$ cat config.mk
export PLATFORM = sky130hd
export DESIGN_NAME = bfbc_cell
export DESIGN_NICKNAME = d
export VERILOG_FILES = /design/src/rtl/bfbc_pkg.sv /design/src/rtl/bfbc_cell.sv
export SDC_FILE = /design/constraint.sdc
export NUM_CORES = 1
export LEC_CHECK = 0
export BUFFER_PORTS_ARGS = -buffer_cell sky130_fd_sc_hd__buf_2
export CORE_ASPECT_RATIO = 0.7
export CORE_MARGIN = 10
export CORE_UTILIZATION = 25
export CTS_CLUSTER_DIAMETER = 80
export DETAILED_ROUTE_END_ITERATION = 16
export PLACE_DENSITY = 0.49
export RECOVER_POWER = 50
export SLEW_MARGIN = 20
export SYNTH_ARGS = -nofsm -noshare
export SYNTH_HDL_FRONTEND = slang
export SYNTH_SLANG_ARGS = --single-unit
$ cat constraint.sdc
create_clock -name clk -period 6.07 [get_ports clk]
set_input_delay 0.3035 -clock clk [delete_from_list [all_inputs] [get_ports clk]]
set_output_delay 0.3035 -clock clk [all_outputs]
set_load 0.05 [all_outputs]
$ cat src/rtl/bfbc_pkg.sv
// Package of the bidirectional flow byte counter: sizes, operation codes,
// the item token that walks along the cell chain, and small helper functions.
package bfbc_pkg;

    localparam int ENTRIES    = 64;
    localparam int OWNERS     = 16;
    localparam int COUNT_BITS = 48;

    localparam int INDEX_W = 6;
    localparam int ENTRY_W = $clog2(ENTRIES);
    localparam int SEL_W   = (ENTRY_W > INDEX_W) ? ENTRY_W : INDEX_W;
    localparam int OWNER_W = (OWNERS > 1) ? $clog2(OWNERS) : 1;
    localparam int HIT_W   = $clog2(OWNERS + 1);
    localparam int SUM_W   = COUNT_BITS + 1;

    typedef enum logic [1:0] {
        OP_LOAD   = 2'd0,
        OP_PACKET = 2'd1,
        OP_READ   = 2'd2,
        OP_CLEAR  = 2'd3
    } op_t;

    typedef struct packed {
        logic                  active;
        op_t                   op;
        logic [INDEX_W-1:0]    index;
        logic [31:0]           a_ip;
        logic [15:0]           a_port;
        logic [31:0]           b_ip;
        logic [15:0]           b_port;
        logic [3:0]            owner_slot;
        logic [15:0]           length;
        logic [OWNERS-1:0]     taken;
        logic [HIT_W-1:0]      hits;
        logic                  found;
        logic [COUNT_BITS-1:0] count;
        logic [3:0]            rd_owner;
        logic                  rd_valid;
    } token_t;

    function automatic logic [3:0] sat_owner(input logic [3:0] own);
        sat_owner = (32'(own) >= OWNERS) ? 4'(OWNERS - 1) : own;
    endfunction

    function automatic logic [OWNER_W-1:0] owner_idx(input logic [3:0] own);
        owner_idx = OWNER_W'(own);
    endfunction

endpackage

$ cat src/rtl/bfbc_cell.sv
// One cell of the flow table: holds a single connection entry and its counter.
// It updates the entry from the item passing by and hands the item to the next cell.
// Depends on bfbc_pkg.
module bfbc_cell (
    input  logic                       clk,
    input  logic                       rst_n,
    input  logic                       adv,
    input  logic [bfbc_pkg::ENTRY_W-1:0] cell_id,
    input  bfbc_pkg::token_t           tok_in,
    output bfbc_pkg::token_t           tok_out
);
    import bfbc_pkg::*;

    token_t                tok_reg, tok_next;
    logic [31:0]           lip_reg, lip_next;
    logic [15:0]           lport_reg, lport_next;
    logic [31:0]           rip_reg, rip_next;
    logic [15:0]           rport_reg, rport_next;
    logic [3:0]            owner_reg, owner_next;
    logic                  valid_reg, valid_next;
    logic [COUNT_BITS-1:0] cnt_reg, cnt_next;

    logic                  sel;
    logic                  fwd;
    logic                  rev;
    logic                  match;
    logic [SUM_W-1:0]      sum;
    logic [COUNT_BITS-1:0] sat;

    assign sel = (SEL_W'(tok_in.index) == SEL_W'(cell_id));
    assign fwd = (lip_reg == tok_in.a_ip) && (lport_reg == tok_in.a_port)
              && (rip_reg == tok_in.b_ip) && (rport_reg == tok_in.b_port);
    assign rev = (rip_reg == tok_in.a_ip) && (rport_reg == tok_in.a_port)
              && (lip_reg == tok_in.b_ip) && (lport_reg == tok_in.b_port);
    assign match = valid_reg && (fwd || rev) && !tok_in.taken[owner_idx(owner_reg)];
    assign sum = {1'b0, cnt_reg} + SUM_W'(tok_in.length);
    assign sat = sum[COUNT_BITS] ? {COUNT_BITS{1'b1}} : sum[COUNT_BITS-1:0];

    always_comb
    begin
        tok_next   = tok_in;
        lip_next   = lip_reg;
        lport_next = lport_reg;
        rip_next   = rip_reg;
        rport_next = rport_reg;
        owner_next = owner_reg;
        valid_next = valid_reg;
        cnt_next   = cnt_reg;
        if (tok_in.active)
        begin
            case (tok_in.op)
                OP_LOAD:
                begin
                    if (sel)
                    begin
                        lip_next   = tok_in.a_ip;
                        lport_next = tok_in.a_port;
                        rip_next   = tok_in.b_ip;
                        rport_next = tok_in.b_port;
                        owner_next = sat_owner(tok_in.owner_slot);
                        valid_next = 1'b1;
                        cnt_next   = '0;
                    end
                end
                OP_PACKET:
                begin
                    if (match)
                    begin
                        cnt_next = sat;
                        tok_next.taken[owner_idx(owner_reg)] = 1'b1;
                        tok_next.hits = tok_in.hits + HIT_W'(1);
                        if (!tok_in.found)
                        begin
                            tok_next.found = 1'b1;
                            tok_next.count = sat;
                        end
                    end
                end
                OP_READ:
                begin
                    if (sel)
                    begin
                        tok_next.count    = cnt_reg;
                        tok_next.rd_owner = owner_reg;
                        tok_next.rd_valid = valid_reg;
                    end
                end
                OP_CLEAR:
                begin
                    valid_next = 1'b0;
                end
                default:
                begin
                    tok_next = tok_in;
                end
            endcase
        end
    end

    always_ff @(posedge clk or negedge rst_n)
    begin
        if (!rst_n)
        begin
            tok_reg   <= '0;
            valid_reg <= 1'b0;
        end
        else if (adv)
        begin
            tok_reg   <= tok_next;
            valid_reg <= valid_next;
        end
    end

    always_ff @(posedge clk)
    begin
        if (adv)
        begin
            lip_reg   <= lip_next;
            lport_reg <= lport_next;
            rip_reg   <= rip_next;
            rport_reg <= rport_next;
            owner_reg <= owner_next;
            cnt_reg   <= cnt_next;
        end
    end

    assign tok_out = tok_reg;

endmodule

* Yosys cells after proc, flatten, opt, wreduce, memory -nomap -nowiden
Cells that the tools add are included.
** Operators by class
- Equality and inequality tests :: 14
- Reduce and logical (&&, ||, !) cells :: 17
- Order comparisons :: 2
- Bitwise logic cells :: 1
- Multiplexer cells :: 17
- $add $sub $neg :: 2
** Operators by type and width (number)
- 200-bit two-way mux :: 1
- 48-bit two-way mux :: 4
- 48-bit case mux with 2 select lines :: 2
- 32-bit equality test :: 4
- 70-bit two-way mux :: 1
- 16-bit equality test :: 4
- 53-bit two-way mux :: 1
- 48-bit by 16-bit adder with 49-bit output :: 1
- 22-bit two-way mux :: 1
- 16-bit bitwise OR :: 1
- 1-bit logical AND :: 9
- 4-bit AND reduction :: 2
- 6-bit equality test :: 1
- 5-bit by 1-bit adder with 5-bit output (second input constant) :: 1
- 4-bit by 5-bit < comparator with 1-bit output (second input constant) :: 1
- 5-bit two-way mux :: 1
- 5-bit AND reduction :: 1
- 1-bit binary-select mux with 4-bit select :: 1
- 1-bit demux with 4-bit select :: 1
- 2-bit equality test (second input constant) :: 2
- 4-bit by 1-bit >= comparator with 1-bit output (second input constant) :: 1
- 2-bit != test (second input constant) :: 2
- 2-bit nonzero test :: 2
- 1-bit two-way mux :: 3
- 5 further kinds :: 5
** Word-level totals
- Output and inout bits :: 200
- Input port bits :: 209
- Bits in registers :: 349
- Logic and storage cells :: 75

* Logic depth before layout (Yosys ltp)
- Depth after elaboration :: 10
- Gate-level depth with buffers :: 12
- Depth with buffers taken out :: 10

* Worst setup path after synthesis
No wires, ideal clock.
- Path kind :: input to register
- Start point :: input port cell_id[1] (netlist name)
- End point :: register lip_reg[0] (enable)
- Path buffers :: 2
- Data required time :: 5.509 ns
- Setup slack :: -0.041 ns
- Library setup time :: 0.561 ns
- Data arrival time :: 5.550 ns
- Cell stages on the path :: 6
- Path through :: xor2_1 > nor4_1 > nand3_1 > clkbuf_1 > clkbuf_1 > nor2_1
** Between the ends
- Longest elaborated chain between the ends :: 2
** RTL lines
- start: declaration :: RTL line bfbc_cell.sv:8 : input logic [bfbc_pkg::ENTRY_W-1:0] cell_id,
- 6-bit equality test :: RTL line bfbc_cell.sv:30 : assign sel = (SEL_W'(tok_in.index) == SEL_W'(cell_id));
- 4-bit AND reduction (no source line)
- end signal: assignment :: RTL line bfbc_cell.sv:118 : lip_reg <= lip_next;
- end: declaration :: RTL line bfbc_cell.sv:15 : logic [31:0] lip_reg, lip_next;
No other way between the ends.
A chain may end at the register's enable or synchronous reset.

==> results_dict.tcl <==
set metrics [dict create \
    crit_path_start_kind "primary input" \
    area_delta_synth_final_pct 29.8 \
    grt_use_total_pct 17.5 \
    clockRootBuffer "clkbuf_16" \
    cp.required_ns 6.49 \
    end_kind "flip-flop" \
    die_h_um 247 \
    overflow 0 \
    via_count 16060 \
    max_stage_delay_ns 2.10 \
    timing.reg2reg.setup_slack_ns 1.59 \
    ctsResizeCount 0 \
    worst_slew_pin_slew_ns 3.49 \
    largest_reg_flops 200 \
    grt_max_degree 133 \
    fin_crit_ns 4.82 \
    row_count 83 \
    critPathLaunch "adv" \
    cp.depth 4 \
    multi_input_area_mm2 0.00855 \
    ys_warn_count 0 \
    r2r_start "cnt_reg[0]" \
    viasPerCell 5.02 \
    initial_core_util_pct 25.2 \
    async_flop_share_pct 57.6 \
    die_x_um 345 \
    grt_pass1_vias 16057 \
    slew_violations 189 \
    clock.fmax_ghz 0.208 \
    crit_family "buffers and inverters" \
    fin_crit_sh_pct 79.3 \
    synth_seq_cells 349 \
    regArea_mm2 0.00947 \
    clock-sinks 349 \
    dr.pass1.iters 5 \
    yosysSeqAreaShare_pct 51.3 \
    pwr_density_cell_mw_per_mm2 280 \
    synth_ff_type "dfrtp_1" \
    fin_setup_tns_ns 0 \
    place_inst 2988 \
    drive_above_1_share_pct 17.3 \
    drc 0 \
    endpoint "tok_out[39]" \
    drt-total-wl_um 77600 \
    drv_cap 2 \
    io_pins 409 \
    crit_type "in -> reg" \
    synthCells 1669 \
    crit_chain "buf_8 -> clkbuf_1 -> nand2_1 -> o311ai_0" \
    setup_violations 0 \
    portBuffers 408 \
    avgSynthCellArea_um2 11.1 \
    holdBufCountCts 131 \
    clock_latency_ns 0.59 \
    synthesis.area_mm2 0.0185 \
    r2r_cells 10 \
    synth_edf_count 148 \
    critPathSlowestCell "clkbuf_1" \
    status "finished with violations" \
    clk_pin_slew_ns 0.06 \
    hold_viol_final 0 \
    dpl.hpwl_um 58200 \
    cts_buffers 42 \
    p_leak_uw 0.00883 \
    crit_fanout 107 \
    antenna_found_initial 3 \
    max_slew_margin_pct -133 \
    drtAntennaViolNets 0 \
    reg2reg_to "cnt_reg[39]" \
    fin_skew_ns 0.0285 \
    drt_iter0_drc 1555 \
    clk_path_buf_depth 3 \
    layout_common_cells "clkbuf_1 (273), xnor2_1 (210), dfrtp_1 (201)" \
    syn_nets 1900 \
    fp.coreArea_mm2 0.0732 \
    nFillCells 7552 \
    rsz0062_at_grt "no" \
    min_path_type "in -> reg" \
    dieArea_mm2 0.0853 \
    yosysUniqueCellTypes 69 \
    wl_per_cell_um 24.2 \
    post_cts_buffers 0 \
    arrival_ns 5.23 \
    fin_util_pct 32.8 \
    cts_max_level 2 \
    final_nets 2417 \
    cts_tree "done" \
    ir_worst_vdd_uv 186 \
    grt_pass1_wl_um 112000 \
    holdWs_ns 0.0327 \
    layout_commonest_cell "clkbuf_1" \
    gp_congestion 0.941 \
    crit_buf_inv 2 \
    violations "capacitance limit, slew limit" \
    fin_cells 3201 \
]
## synthesized netlist by cell type, types with 5 or more instances
cell type,count,share of area [%]
mux4_2,5,0.61
mux2i_1,33,1.8
o211ai_1,9,0.37
nor2_1,98,2.0
nor3b_1,6,0.24
and4_1,5,0.24
nand2_1,110,2.2
a21o_1,9,0.37
nand2b_1,7,0.24
mux2_2,136,8.3
o21a_1,8,0.33
nand3_1,33,0.89
and2_1,28,0.95
dfrtp_1,201,27
edfxtp_1,148,24
or3_1,22,0.75
a31oi_1,40,1.4
nor3_1,14,0.38
buf_2,6,0.16
o21ai_0,82,2.2
xnor2_1,210,10
inv_1,43,0.87
xor2_1,12,0.57
a221oi_1,8,0.38
o2bb2ai_1,9,0.43
nor4_1,16,0.54
a211oi_1,16,0.65
nand4_1,61,2.1
clkbuf_1,65,1.3
buf_1,9,0.18
and3_1,14,0.47
a2111oi_0,8,0.38
a21oi_1,115,3.1
ha_1,21,1.4
## cells by family after synthesis
| logic type | after synthesis | share of synthesized area (%) |
|---|---|---|
| XOR/XNOR | 222 | 10.5 |
| flip-flops | 349 | 51.3 |
| AO/OA/AOI/OAI | 349 | 11.7 |
| multiplexers | 174 | 10.7 |
| adder cells (fa/ha/maj) | 22 | 1.53 |
| buffers and inverters | 126 | 2.68 |
| AND/OR/NAND/NOR | 427 | 11.5 |
## layout make-up
class	instances	share of cell area [%]
Antenna cell	4	0.0417
Clock buffer	56	5.11
Clock inverter	22	0.684
Inverter	43	0.673
Multi-Input combinational cell	1194	35.7
Sequential cell	349	39.5
Tap cell	977	5.10
Timing Repair Buffer	556	13.2
## worst min-delay path by stage
stage          startpoint           to  slack (ns)  depth (start not counted)
5_1_grt        tok_in[87]  tok_out[87]       0.008                          2
2_1_floorplan       rst_n   tok_out[0]       0.008                          0
4_1_cts        tok_in[86]  tok_out[86]      0.0007                          2
3_3_place_gp        rst_n  tok_out[89]        0.32                          1
3_5_place_dp        rst_n  tok_out[88]        0.33                          1
6_report       tok_in[81]  tok_out[81]        0.03                          2
## stage by stage
step	total power [µW]	instance area, µm²	setup WS [ns]
after global placement	4150	21600	1.74
after detailed placement	4160	21600	1.67
final	6710	24000	1.25
after global routing	6980	24000	0.936
after floorplan	3630	18500	1.02
after CTS	6830	24300	1.65
## worst register-to-register path, stage by stage (launching register included)
cell and delay [ns]:
edfxtp_1 0.40, ha_1 0.22, fa_1 0.43, a21oi_1 0.25
o21ai_0 0.35, o211ai_1 0.97, a2111o_1 0.76, buf_4 0.32
nand2_1 0.10, mux2_2 0.29, and2_1 0.16
## report_power, final
group / internal [µW] / switching (µW)
Clock: 1440 / 1120
Sequential: 2620 / 98.9
Combinational: 390 / 1040
Total: 4450 / 2260
## metal layers
metal / up-vias / part of all wire, % / GRT usage [%]
met3: 94 / 9.9 / 5.49
met5: - / 0 / 0
li1: 7156 / - / -
met4: 0 / 2.0 / 4.16
met2: 705 / 43 / 25.5
met1: 8105 / 46 / 24.8
Power figures use the tool's default switching activity.
